**config.mk**
```make
export PLATFORM = sky130hd
export DESIGN_NAME = spqb_quad_emit
export DESIGN_NICKNAME = d
export VERILOG_FILES = /design/src/hw/rtl/spqb_pkg.sv /design/src/hw/rtl/spqb_quad_emit.sv
export SDC_FILE = /design/constraint.sdc
export NUM_CORES = 1
export LEC_CHECK = 0
export BUFFER_PORTS_ARGS = -buffer_cell sky130_fd_sc_hd__buf_2
export CAP_MARGIN = 15
export CORE_AREA = 2 2 248 250
export DETAILED_ROUTE_END_ITERATION = 10
export DIE_AREA = 0 0 250 252
export REMOVE_ABC_BUFFERS = 1
export SKIP_LAST_GASP = 1
export SYNTH_ARGS = -nofsm -noshare
export SYNTH_HDL_FRONTEND = slang
export SYNTH_SLANG_ARGS = --single-unit
```
**constraint.sdc**
```tcl
create_clock -name clk -period 3.8 [get_ports clk]
set_clock_uncertainty 0.2 [all_clocks]
set_input_delay 0.76 -clock clk [delete_from_list [all_inputs] [get_ports clk]]
set_output_delay 0.76 -clock clk [all_outputs]
set_load 0.01 [all_outputs]
```
**src/hw/rtl/spqb_pkg.sv**
```systemverilog
// ----------------------------------------------------------------------------
// Sprite quad batcher package
// Shared payload types, status codes, register indexes and defaults.
// ----------------------------------------------------------------------------
package spqb_pkg;

	localparam int TEXTURE_SLOTS_DEF = 64;
	localparam int MAX_QUADS_DEF     = 256;

	localparam int CFG_IDX_W = 1;
	localparam logic [CFG_IDX_W-1:0] CFG_DEPTH_START = 1'b0;
	localparam logic [CFG_IDX_W-1:0] CFG_DEPTH_STEP  = 1'b1;

	localparam logic signed [31:0] DEPTH_START_RST = 32'sh0001_0000;
	localparam logic signed [31:0] DEPTH_STEP_RST  = -32'sd1;

	localparam logic OP_ADD   = 1'b0;
	localparam logic OP_FLUSH = 1'b1;

	typedef enum logic [1:0] {
		ST_VERTEX     = 2'd0,
		ST_BATCH_FULL = 2'd1,
		ST_TABLE_FULL = 2'd2,
		ST_FLUSH      = 2'd3
	} status_t;

	typedef enum logic [1:0] {
		C_TL = 2'd0,
		C_TR = 2'd1,
		C_BR = 2'd2,
		C_BL = 2'd3
	} corner_t;

	typedef enum logic [1:0] {
		S_IDLE,
		S_SEARCH,
		S_DISPATCH
	} ctrl_state_t;

	typedef struct packed {
		logic               operation;
		logic [63:0]        texture_handle;
		logic signed [31:0] rect_left;
		logic signed [31:0] rect_top;
		logic signed [31:0] rect_width;
		logic signed [31:0] rect_height;
		logic signed [31:0] uv_left;
		logic signed [31:0] uv_top;
		logic signed [31:0] uv_width;
		logic signed [31:0] uv_height;
		logic [31:0]        color_rgba;
	} sprite_t;

	typedef struct packed {
		status_t            status;
		logic signed [31:0] pos_x;
		logic signed [31:0] pos_y;
		logic signed [31:0] depth;
		logic signed [31:0] tex_u;
		logic signed [31:0] tex_v;
		logic [5:0]         slot_index;
		logic [31:0]        vertex_color;
		logic [8:0]         quad_count;
		logic [6:0]         slot_count;
		logic               last;
	} result_t;

	// Job handed from the batch controller to the vertex emitter.
	typedef struct packed {
		logic               load;
		status_t            status;
		logic [5:0]         slot;
		logic signed [31:0] depth;
		logic [8:0]         quad_count;
		logic [6:0]         slot_count;
	} emit_job_t;

endpackage

```
**src/hw/rtl/spqb_quad_emit.sv**
```systemverilog
// ----------------------------------------------------------------------------
// Quad emitter
// Output register that expands one job into four corner beats or one report.
// ----------------------------------------------------------------------------
module spqb_quad_emit (
	input  logic                clk,
	input  logic                arst_n,
	input  spqb_pkg::emit_job_t job,
	input  spqb_pkg::sprite_t   item,
	output logic                job_ready,
	output logic                result_valid,
	input  logic                result_ready,
	output spqb_pkg::result_t   result
);

	logic                busy_q;
	spqb_pkg::corner_t   corner_q;
	spqb_pkg::status_t   status_q;
	logic signed [31:0]  left_q, right_q, top_q, bottom_q;
	logic signed [31:0]  u_left_q, u_right_q, v_top_q, v_bottom_q;
	logic signed [31:0]  depth_q;
	logic [5:0]          slot_q;
	logic [31:0]         color_q;
	logic [8:0]          quad_count_q;
	logic [6:0]          slot_count_q;
	logic                single;
	logic                final_beat;
	logic                use_left, use_top;

	assign single     = status_q != spqb_pkg::ST_VERTEX;
	assign final_beat = single || (corner_q == spqb_pkg::C_BL);
	assign job_ready  = !busy_q;

	always_ff @(posedge clk or negedge arst_n) begin
		if (!arst_n) begin
			busy_q   <= 1'b0;
			corner_q <= spqb_pkg::C_TL;
		end else if (job.load) begin
			busy_q   <= 1'b1;
			corner_q <= spqb_pkg::C_TL;
		end else if (busy_q && result_ready) begin
			if (final_beat) begin
				busy_q <= 1'b0;
			end
			case (corner_q)
				spqb_pkg::C_TL: corner_q <= spqb_pkg::C_TR;
				spqb_pkg::C_TR: corner_q <= spqb_pkg::C_BR;
				spqb_pkg::C_BR: corner_q <= spqb_pkg::C_BL;
				default:        corner_q <= spqb_pkg::C_TL;
			endcase
		end
	end

	// Edges are summed once at load; sums wrap modulo 2^32.
	always_ff @(posedge clk) begin
		if (job.load) begin
			status_q     <= job.status;
			left_q       <= item.rect_left;
			top_q        <= item.rect_top;
			right_q      <= item.rect_left + item.rect_width;
			bottom_q     <= item.rect_top + item.rect_height;
			u_left_q     <= item.uv_left;
			v_top_q      <= item.uv_top;
			u_right_q    <= item.uv_left + item.uv_width;
			v_bottom_q   <= item.uv_top + item.uv_height;
			depth_q      <= job.depth;
			slot_q       <= job.slot;
			color_q      <= item.color_rgba;
			quad_count_q <= job.quad_count;
			slot_count_q <= job.slot_count;
		end
	end

	assign use_left = (corner_q == spqb_pkg::C_TL) || (corner_q == spqb_pkg::C_BL);
	assign use_top  = (corner_q == spqb_pkg::C_TL) || (corner_q == spqb_pkg::C_TR);

	always_comb begin
		result_valid      = busy_q;
		result            = '0;
		result.status     = status_q;
		result.last       = final_beat;
		result.quad_count = quad_count_q;
		result.slot_count = slot_count_q;
		if (!single) begin
			result.pos_x        = use_left ? left_q : right_q;
			result.pos_y        = use_top ? top_q : bottom_q;
			result.tex_u        = use_left ? u_left_q : u_right_q;
			result.tex_v        = use_top ? v_top_q : v_bottom_q;
			result.depth        = depth_q;
			result.slot_index   = slot_q;
			result.vertex_color = color_q;
		end
	end

endmodule

```
# Word level (Yosys, flattened, before mapping)
# Index checks and enable logic that the tools add are counted.
[op_classes] n_addsub=4 n_eq_ne=3 mux=11 n_reduce_logical=10
[op_table] op="198-bit 2-to-1 mux" n=1
[op_table] op="32-bit adder" n=4
[op_table] op="32-bit 2-to-1 mux" n=4
[op_table] op="2-bit case mux with 3 select lines" n=1
[op_table] op="2-bit nonzero test" n=3
[op_table] op="2-bit equality test (second input constant)" n=2
[op_table] op="2-bit 2-to-1 mux" n=2
[op_table] op="1-bit logical OR" n=3
[op_table] op="1-bit 2-to-1 mux" n=3
[op_table] op="2-bit by 1-bit equality test with 1-bit output (second input constant)" n=1
[op_table] op="2-bit logical NOT" n=1
[op_table] op="2-bit AND reduction" n=1
[op_table] op="1-bit logical AND" n=1
[op_table] op="1-bit logical NOT" n=1
[word_totals] register_bits=347 input_bits=413 output_inout_bits=219 elab_cells=44

# Depth between registers and ports, before layout
# Gate-level depths: netlist of run 1.
[depth] ltp_word=5 ltp_mapped=10 ltp_nobuf=10

# Worst setup path after synthesis of run 1
# OpenSTA, ideal clock, no wires.
[synth_timing] path_type="input to register" start="input item[160] (netlist bit)" end="register bottom_q[26] (data pin)" setup_time_ps=255 arrival_time_ps=2997 t_required_ps=3345 slack_ps=348 cell_stages=10 path_buffers=0 path_cell_list="ha_1 > fa_1 > a211o_1 > o211ai_1 > a21oi_1 > a21o_1 > a211o_1 > a21o_1 > a211o_1 > and3_1"
[synth_via] elab_chain_len=1
[synth_rtl] element="start: declaration" line_no="spqb_quad_emit.sv:9" rtl="input spqb_pkg::sprite_t item,"
[synth_rtl] element="32-bit adder" line_no="spqb_quad_emit.sv:61" rtl="bottom_q <= item.rect_top + item.rect_height;"
[synth_rtl] element="end signal: assignment" line_no="spqb_quad_emit.sv:61"
[synth_rtl] element="end: declaration" line_no="spqb_quad_emit.sv:19" rtl="logic signed [31:0] left_q, right_q, top_q, bottom_q;"
# Every way passes these cells.
# A chain may end at the register's enable or synchronous reset.

==> run metrics, run 1 <==
status=completed; CP Cell Sequence=inv_1 > ha_1 > or2_4 > buf_4 > nand2_1 > a21oi_1 > buf_2; fillers=5826; setup TNS=0 ps; CP bufs+invs=3; vias per cell=5.05; setup ws final=363 ps; hold worst-path end=depth_q[10]; Static Leak=about 11 nW; Ys Warns=0; top cell type's share of synthesized area=52.6%; pre-CTS worst setup slack=between 5 and 6 ps; max-slew violations=0; Syn Area/Cell=around 11 um^2; Yosys reg bits=between 300 and 400; Final setup viols=0; highest clock rate=approximately 290 MHz; Arr. time, crit path=2480 ps; total wire length=approximately 60000 um; H-tree Lvls=2; initial antenna violation count=25; die height=approximately 250 um; die area=~63000 um^2; CTS root buf=clkbuf_16; max cap viols=0; ANT nets after route=0; Unique masters post-synth=72; r2r setup slk=between 1500 and 2000 ps; period utilisation layout=approximately nine tenths; critical path capture point type=primary output; Hold WS=163 ps; FF-to-FF path depth=5; min Tclk post-route=between 3000 and 4000 ps; post-synthesis cell area=~20000 um^2; top area cells in the synthesized netlist=edfxtp_1 (53%), ha_1 (8.2%), a21oi_1 (4.6%); crit-path leading delay family=buffers and inverters; post-synthesis instance total=about 1800; Synth async-reset ratio=less than 1%; Overflow after GRT=0; worst reg2reg startpoint=corner_q[0]; Peak VDD IR=roughly 0.35 mV; RSZ-0062 raised after global routing=false; Max stage delay on crit path=slightly above 400 ps; Detail Placement HPWL=47000 um; die width=between 200 and 300 um; insertion delay to the later sink of the worst-skew pair=between 500 and 600 ps; Final Wtd Congestion=0.910; Layout area overhead=26.9%; FF+latch area=approximately 10000 um^2; power density over the cells=about 440 nW/um^2; share of cells above drive strength 1=approximately 30%; TritonCTS Buffers=42; first-pass GRT wire length=between 90000 and 100000 um; worst endpoint required time=~2800 ps; slowest stage cell, crit path=dfrtp_1; CTS tree=built; Final Power=around 11 mW; vias=between 15000 and 20000; 1st-iter DRT viols=between 800 and 900; Main synth FF type=edfxtp_1; wire per inst=about 19 um; register area share after synthesis=53.0%; nets=~2900; kind of critical path=reg2out; Synth area leader=edfxtp_1; largest net degree at the start of global routing=about 80; # clock sinks=approximately 350; Post-CTS Setup Bufs=0; Max Buffers Root-to-Sink=3; FP Rows=90; RR Endpoint=corner_q[1]; area occupied by multi-input gates=slightly below 9000 um^2; Initial Util=32.6%; port buffer count=about 570; HP Class=in2reg; Max-slew headroom=between 40% and 50%; I/O pins=approximately 630; post-route insts no fill=3162; vias in the first global route=around 16000; drt pass-1 iters=7; number of flops mapped to enable cells by yosys=~340; GRT Total Usage=between 15 and 20%; detailed-route DRC error count=0; min-delay src=job[26]; Least-Margin Pin Slew=810 ps; Hold Fails Final Rpt=0; dpl cells=between 3000 and 4000; Worst Path Max Fanout=20; Clock transition at path regs=about 60 ps; crit start category=flip-flop; Core Box Area=between 60000 and 70000 um^2; worst hold path stage count=1
==> routing by layer <==
layer | global-route usage [%] | routed length [um]
met1 | 21.6 | 24300
met2 | 32.9 | 29900
met3 | 5.75 | 4890
met4 | 4.98 | 1270
met5 | 0 | 164
==> worst reg2reg max path: stages, from the launching register on <==
cell and delay [ps]:
dfrtp_1 390, inv_1 110, ha_4 580, buf_4 260, nand3_1 80, a21oi_1 130
==> synthesized netlist by cell type, drive strengths merged (6+ instances only) <==
master	instances
o21a	12
a31oi	14
o31ai	8
nand4	14
and3	14
a21oi	183
xnor2	69
nor2b	11
nand2	194
nor3	20
clkbuf	67
nor2	123
a211o	6
o2111ai	7
inv	33
o21bai	17
o21ai	55
edfxtp	344
and2	77
a211oi	17
o211ai	12
a311oi	6
nand2b	13
mux2i	66
buf	14
ha	128
xor2	41
nand3	34
a21o	83
==> layout by cell type (no fill, tap or decap), types with 16 or more instances in the layout <==
cell         n
nand3_1     34
mux2i_1     66
and2_1      77
edfxtp_1   344
xor2_1      41
inv_1       33
buf_2      565
o21bai_1    16
xnor2_1     69
nor3_1      20
clkbuf_16   43
buf_4       46
a21o_1      83
nor2_1     121
nand2_1    194
a21oi_1    181
o21ai_0     51
a211oi_1    17
ha_1       127
==> state kept, by name, summed over array words and instances, names as in the netlist <==
name          count
slot_q            6
right_q          32
status_q          2
left_q           32
v_bottom_q       32
quad_count_q      9
bottom_q         32
color_q          32
u_right_q        32
u_left_q         32
depth_q          32
corner_q          2
v_top_q          32
slot_count_q      7
result_valid      1
top_q            32
==> logic make-up (layout without fill, tap and decap cells) <==
family | after synthesis | in the layout | synth area share [%]
mux | 67 | 67 | 3.42
simple gates | 530 | 530 | 12.8
flops | 347 | 347 | 53.0
other cells | 0 | 10 | 0
compound gates | 461 | 461 | 15.1
buf+inv | 114 | 723 | 2.24
fa+ha+maj | 132 | 132 | 8.57
xor+xnor | 110 | 110 | 4.91
==> power breakdown <==
| part | total [mW] | switching [mW] | internal (mW) |
|---|---|---|---|
| Combinational | 2.44 | 1.40 | 1.04 |
| Sequential | 4.84 | 0.111 | 4.73 |
| Clock | 3.75 | 1.63 | 2.12 |
==> through the flow <==
stage | area, um^2 | util, %
floorplan | 19300 | -
global placement | 23600 | 39.3
detailed placement | 23600 | 39.3
CTS | 24900 | 41.4
global route | 24900 | 41.4
finish | 24900 | 41.4
==> what timing repair did <==
action | in CTS | in global routing
hold buffers | 1 | 0
setup endpoints to repair | 0 | 2
gates resized for setup | 0 | 1
hold endpoints to repair | 3 | 0
==> area by class of cell <==
type,instances,area share (%)
multi-input cells,1300,35.4
clock buffers,48,4.39
diodes,10,0.100
flip-flops and latches,347,41.8
inverters,33,0.497
clock inverters,23,0.608
well taps,782,3.93
repair buffers,619,13.3
==> worst max-delay path by stage <==
stage,startpoint,depth (start not counted),slack [ps],endpoint
3_3_place_gp,item[33],10,20,v_bottom_q[25]
6_report,corner_q[1],7,360,result[177]
4_1_cts,corner_q[1],7,70,result[64]
5_1_grt,status_q[1],4,150,result[70]
2_1_floorplan,corner_q[0],5,-160,result[151]
3_5_place_dp,item[192],10,5,right_q[28]
Note: power is estimated with default switching activity, not from simulation.
==> inputs of run 2 (changes only) <==
--- a/config.mk
+++ b/config.mk
@@ -7,5 +7,5 @@
 export LEC_CHECK = 0
 export BUFFER_PORTS_ARGS = -buffer_cell sky130_fd_sc_hd__buf_2
-export CAP_MARGIN = 15
+export CAP_MARGIN = 10
 export CORE_AREA = 2 2 248 250
 export DETAILED_ROUTE_END_ITERATION = 10
==> constraint.sdc (replaced) <==
create_clock -name clk -period 3.8 [get_ports clk]
set_clock_uncertainty 0.2 [all_clocks]
set_input_delay 0.76 -clock clk [delete_from_list [all_inputs] [get_ports clk]]
set_output_delay 0.76 -clock clk [all_outputs]
set_load 0.005 [all_outputs]
==> run 2 against run 1 <==
Against the previous run:
- die area did not move
- clock power up 14%
- non-clock buffer count down 1
- register-to-register slack better by 100 ps
- critical endpoint is now result[61]
- sequential cell count did not move
- final cell count up 0.22%
- maximum frequency decreased by 3.3%
- largest cell class unchanged
- critical path type unchanged
==> run metrics, run 2 (synthesis results as in run 1) <==
first-pass GRT wire length=91200 um (-0.26%); Max-slew headroom=34.9% (-10 points); RR Endpoint=corner_q[1]; period utilisation layout=93.5% (+3.1 points); H-tree Lvls=2 (unchanged); Least-Margin Pin Slew=977 ps (+167 ps); DP Area=23600 um^2 (about the same); initial antenna violation count=23 (-8.0%); worst setup path endpoint=result[61]; RSZ-0062 raised after global routing=false; I/O pins=632 (unchanged); highest clock rate=281 MHz (-3.3%); critical path capture point type=primary output; ANT nets after route=0 (unchanged); Max stage delay on crit path=420 ps (about the same); die width=250 um (unchanged); vias in the first global route=16251 (+0.20%); largest net degree at the start of global routing=89 (+9.9%); slowest stage cell, crit path=nor2_4; port buffer count=566 (unchanged); 1st-iter DRT viols=781 (-12%); Post-CTS Setup Bufs=0 (unchanged); leading cell types in the layout, fill and taps excluded=buf_2 (565), edfxtp_1 (344), nand2_1 (194); CTS tree=built; crit path from=corner_q[1]; CP Cell Sequence=inv_1 > ha_1 > nor2_4 > buf_12 > nand2_1 > a21oi_1 > buf_2; crit-path leading delay family=buffers and inverters; Overflow after GRT=0 (unchanged); max cap viols=0 (unchanged); Hold Fails Final Rpt=0 (unchanged); Post-Layout Inst Area=25100 um^2 (+0.90%); power density over the cells=457 nW/um^2 (+3.2%); Initial Util=32.6% (unchanged); Arr. time, crit path=2590 ps (+110 ps); Peak VDD IR=0.336 mV (-3.1%); drt pass-1 iters=5 (-2); min Tclk post-route=3550 ps (+117 ps); Static Leak=11.1 nW (+0.95%); share of cells above drive strength 1=29.9% (+0.49 points); status=completed; die height=252 um (unchanged); vias per cell=5.08 (+0.43%); TritonCTS Buffers=42 (unchanged); CP bufs+invs=3 (unchanged); vias=16087 (+0.66%); Final setup viols=0 (unchanged); Max Buffers Root-to-Sink=3 (unchanged); total wire length=60800 um (+0.42%); setup ws final=246 ps (-117 ps); FP Rows=90 (unchanged); Layout area overhead=28.1%; max-slew violations=0 (unchanged); Worst Path Max Fanout=36 (+80%); Final Wtd Congestion=0.929 (+2.1%); WP depth=7 (unchanged); worst endpoint required time=2840 ps (about the same); # clock sinks=347 (unchanged); insertion delay to the later sink of the worst-skew pair=560 ps (+20 ps); HP Class=in2reg; CTS root buf=clkbuf_16; die area=63000 um^2 (unchanged); nets=2887 (-0.035%); setup TNS=0 ps (unchanged); Clock transition at path regs=60 ps (about the same); Detail Placement HPWL=47000 um (about the same); wire per inst=19.2 um (+0.20%); detailed-route DRC error count=0 (unchanged); FF-to-FF path depth=4 (-1); pre-CTS worst setup slack=12.4 ps (+7.36 ps); Hold WS=167 ps (+3.64 ps); r2r setup slk=2080 ps (+100 ps); kind of critical path=reg2out; crit start category=flip-flop; worst reg2reg startpoint=corner_q[0]; most common cell after layout, fill and taps aside=buf_2; GRT Total Usage=18.6% (+0.030 points); Core Box Area=60100 um^2 (unchanged)
[run 2: metal layers]
layer | up-vias | share of wire, % | GRT usage (%)
li1 | 7716 | - | -
met1 | 7610 | 39 | 21.4
met2 | 624 | 49 | 32.8
met3 | 115 | 8.1 | 5.57
met4 | 22 | 2.8 | 6.09
met5 | - | 0.23 | 0
[run 2: worst min-delay path by stage]
stage             from               to  slack (ps)  cells past startpoint
2_1_floorplan   arst_n      corner_q[0]         260                      0
6_report        job[5]  slot_count_q[5]         170                      1
3_3_place_gp    arst_n     result_valid         360                      1
4_1_cts        job[13]  quad_count_q[6]         120                      1
3_5_place_dp    arst_n     result_valid         360                      1
5_1_grt         job[8]  quad_count_q[1]         130                      1
[run 2: layout make-up]
cell class,instances,area (um^2)
antenna,12,30.0
multi-input combinational,1300,8820
inverter,33,124
fill,5819,35000
sequential,347,10400
clock inverter,30,357
tap,782,978
timing repair buffer,618,3340
clock buffer,47,1090
[run 2: what timing repair did]
item                                    in CTS  in global routing
endpoints found under the hold margin        3                  0
endpoints found under the setup margin       0                  4
resized for setup                            0                  1
hold buffers                                 1                  0
[run 2: per-stage QoR]
step / utilization [%] / std cells / power [mW]
floorplan: - / 1680 / 6.29
global placement: 39.3 / 3079 / 7.26
detailed placement: 39.3 / 3079 / 7.31
CTS: 41.8 / 3157 / 11.6
global route: 41.8 / 3161 / 12.0
finish: 41.8 / 3169 / 11.5
[run 2: worst register-to-register path: cells and delay by family, from the launching register on]
family	cells	cell delay [ps]
adders and majority gates	1	630
AOI/OAI and AO/OA	1	160
and+or+nand+nor	1	160
DFF	1	400
buffers and inverters	1	110
[run 2: power by group]
group / internal (mW) / total, mW / leakage, nW / switching, mW
combinational: 1.03 / 2.38 / 6.97 / 1.35
clock: 2.56 / 4.26 / 0.696 / 1.70
sequential: 4.73 / 4.84 / 3.40 / 0.111
==> inputs of run 3 (changes only) <==
Settings changed: CORE_AREA 2 2 248 250 to 2 2 246 248, CTS_BUF_LIST set to sky130_fd_sc_hd__clkbuf_8, DIE_AREA 0 0 250 252 to 0 0 248 250.
==> run 3 against run 2 <==
Against the previous run:
- final cell count up 1.4%
- largest cell class unchanged
- largest power group unchanged
- sequential power about the same
- critical path type unchanged
- critical path depth unchanged
- register-to-register slack about the same
==> run metrics, run 3 (synthesis results as in run 1) <==
Final Wtd Congestion=0.882 (-5.0%); CTS root buf=clkbuf_8; final core utilization=42.0% (+0.21 points); Max Buffers Root-to-Sink=3 (unchanged); share of cells above drive strength 1=30.1% (+0.15 points); initial antenna violation count=21 (-8.7%); vias in the first global route=15891 (-2.2%); DP Area=23600 um^2 (about the same); setup ws final=226 ps (-19.8 ps); GRT Total Usage=18.4% (-0.16 points); crit start category=flip-flop; 1st-iter DRT viols=867 (+11%); TritonCTS Buffers=66 (+57%); H-tree Lvls=3 (+1); HP Class=in2reg; max cap viols=0 (unchanged); P_sw=3.12 mW (-1.1%); FF+latch area=10400 um^2 (unchanged); ANT nets after route=0 (unchanged); Overflow after GRT=0 (unchanged); wire per inst=18.6 um (-3.2%); Worst Path Max Fanout=15 (-58%); die width=248 um (-0.80%); total wire length=59600 um (-1.9%); die area=62000 um^2 (-1.6%); drt pass-1 iters=5 (unchanged); Core Box Area=59600 um^2 (-0.94%); Flop pwr share=43.8% (+1.6 points); # clock sinks=347 (unchanged); Post-CTS Setup Bufs=0 (unchanged); I/O pins=632 (unchanged); Initial Util=33.0% (+0.31 points); Hold Fails Final Rpt=0 (unchanged); Final setup viols=0 (unchanged); Max-slew headroom=40.3% (+5.4 points); nets=2908 (+0.73%); Gate power share=21.4% (+0.7 points); vias per cell=4.98 (-1.8%); setup TNS=0 ps (unchanged); pre-CTS worst setup slack=24.3 ps (+11.9 ps); first-pass GRT wire length=88000 um (-3.5%); vias=16008 (-0.49%); Clock transition at path regs=60 ps (about the same); die height=250 um (-0.79%); FP Rows=90 (unchanged); status=completed; post-route insts no fill=3212 (+1.4%); area occupied by multi-input gates=8820 um^2 (about the same); period utilisation layout=94.0% (+0.52 points); insertion delay to the later sink of the worst-skew pair=620 ps (+60 ps); max-slew violations=0 (unchanged); port buffer count=566 (unchanged); Pint=7.93 mW (-4.7%); Static Leak=11.1 nW (+0.43%); power share of the clock group=34.8% (-2.3 points); largest net degree at the start of global routing=71 (-20%); detailed-route DRC error count=0 (unchanged); Peak VDD IR=0.225 mV (-33%); CTS tree=built; kind of critical path=reg2out; power density over the cells=442 nW/um^2 (-3.3%); Sw Share=28.2% (+0.75 points); fillers=5771 (-0.82%); Least-Margin Pin Slew=883 ps (-93.3 ps); worst endpoint required time=2840 ps (about the same); RSZ-0062 raised after global routing=false; leading cell types in the layout, fill and taps excluded=buf_2 (565), edfxtp_1 (344), nand2_1 (194); most common cell after layout, fill and taps aside=buf_2; Post-Layout Inst Area=25000 um^2 (-0.45%); Arr. time, crit path=2610 ps (+20 ps); highest clock rate=280 MHz (-0.55%); min Tclk post-route=3570 ps (+19.8 ps); Layout area overhead=27.5%; critical path capture point type=primary output; Detail Placement HPWL=45700 um (-2.7%); dpl cells=3076 (-0.097%)
## run 3: per-stage QoR
step                      total power, mW  hold slack [ps]
after global placement               7.24              356
final                                11.1              104
after floorplan                      6.29              264
after detailed placement             7.29              372
after CTS                            11.2             27.1
after global routing                 11.6             45.0
## run 3: power by group through the flow
stage | registers [mW] | logic (mW) | clock network [mW]
final | 4.84 | 2.36 | 3.85
after global routing | 4.88 | 2.62 | 4.14
after CTS | 4.85 | 2.38 | 3.98
after detailed placement | 4.92 | 2.37 | 0
after global placement | 4.91 | 2.33 | 0
after floorplan | 4.89 | 1.41 | 0
## run 3: timing repair
action | in CTS | in global routing
gates resized for setup | 0 | 0
hold buffers | 1 | 0
endpoints found under the hold margin | 3 | 0
## run 3: final cells by class
type | count | share of cell area, %
clock buffer | 69 | 3.79
inverter | 33 | 0.495
multi-input combinational | 1300 | 35.2
sequential | 347 | 41.6
timing repair buffer | 615 | 13.2
antenna | 17 | 0.170
tap | 782 | 3.91
clock inverter | 49 | 1.59
## run 3: layer usage
layer  routed length [um]  part of all wire, %  global-route usage [%]  vias up
met1                23500                   39                    21.1     7524
met3                 5570                  9.3                    6.04      107
met4                 1560                  2.6                    6.71       10
met5                   62                 0.10                       0        -
met2                28900                   49                    31.7      584
li1                     -                    -                       -     7783
## run 3: critical path, stage by stage, from the launching register on
cell and delay (ps):
dfrtp_1 410, inv_1 120, ha_1 210, or2_2 450
buf_4 300, nand2_1 80, a21oi_1 230, buf_2 170
## run 3: path summary, 6_finish.rpt
path | startpoint | endpoint | slack (ps) | cells after the start
worst max-delay path | corner_q[1] | result[55] | 230 | 7
worst min-delay path | item[30] | color_q[30] | 100 | 1
worst max register to register | corner_q[0] | corner_q[1] | 2070 | 4
worst min register to register | corner_q[1] | corner_q[1] | 380 | 2
max in group asynchronous | arst_n | corner_q[1] | 3000 | 2
min in group asynchronous | arst_n | result_valid | 280 | 2
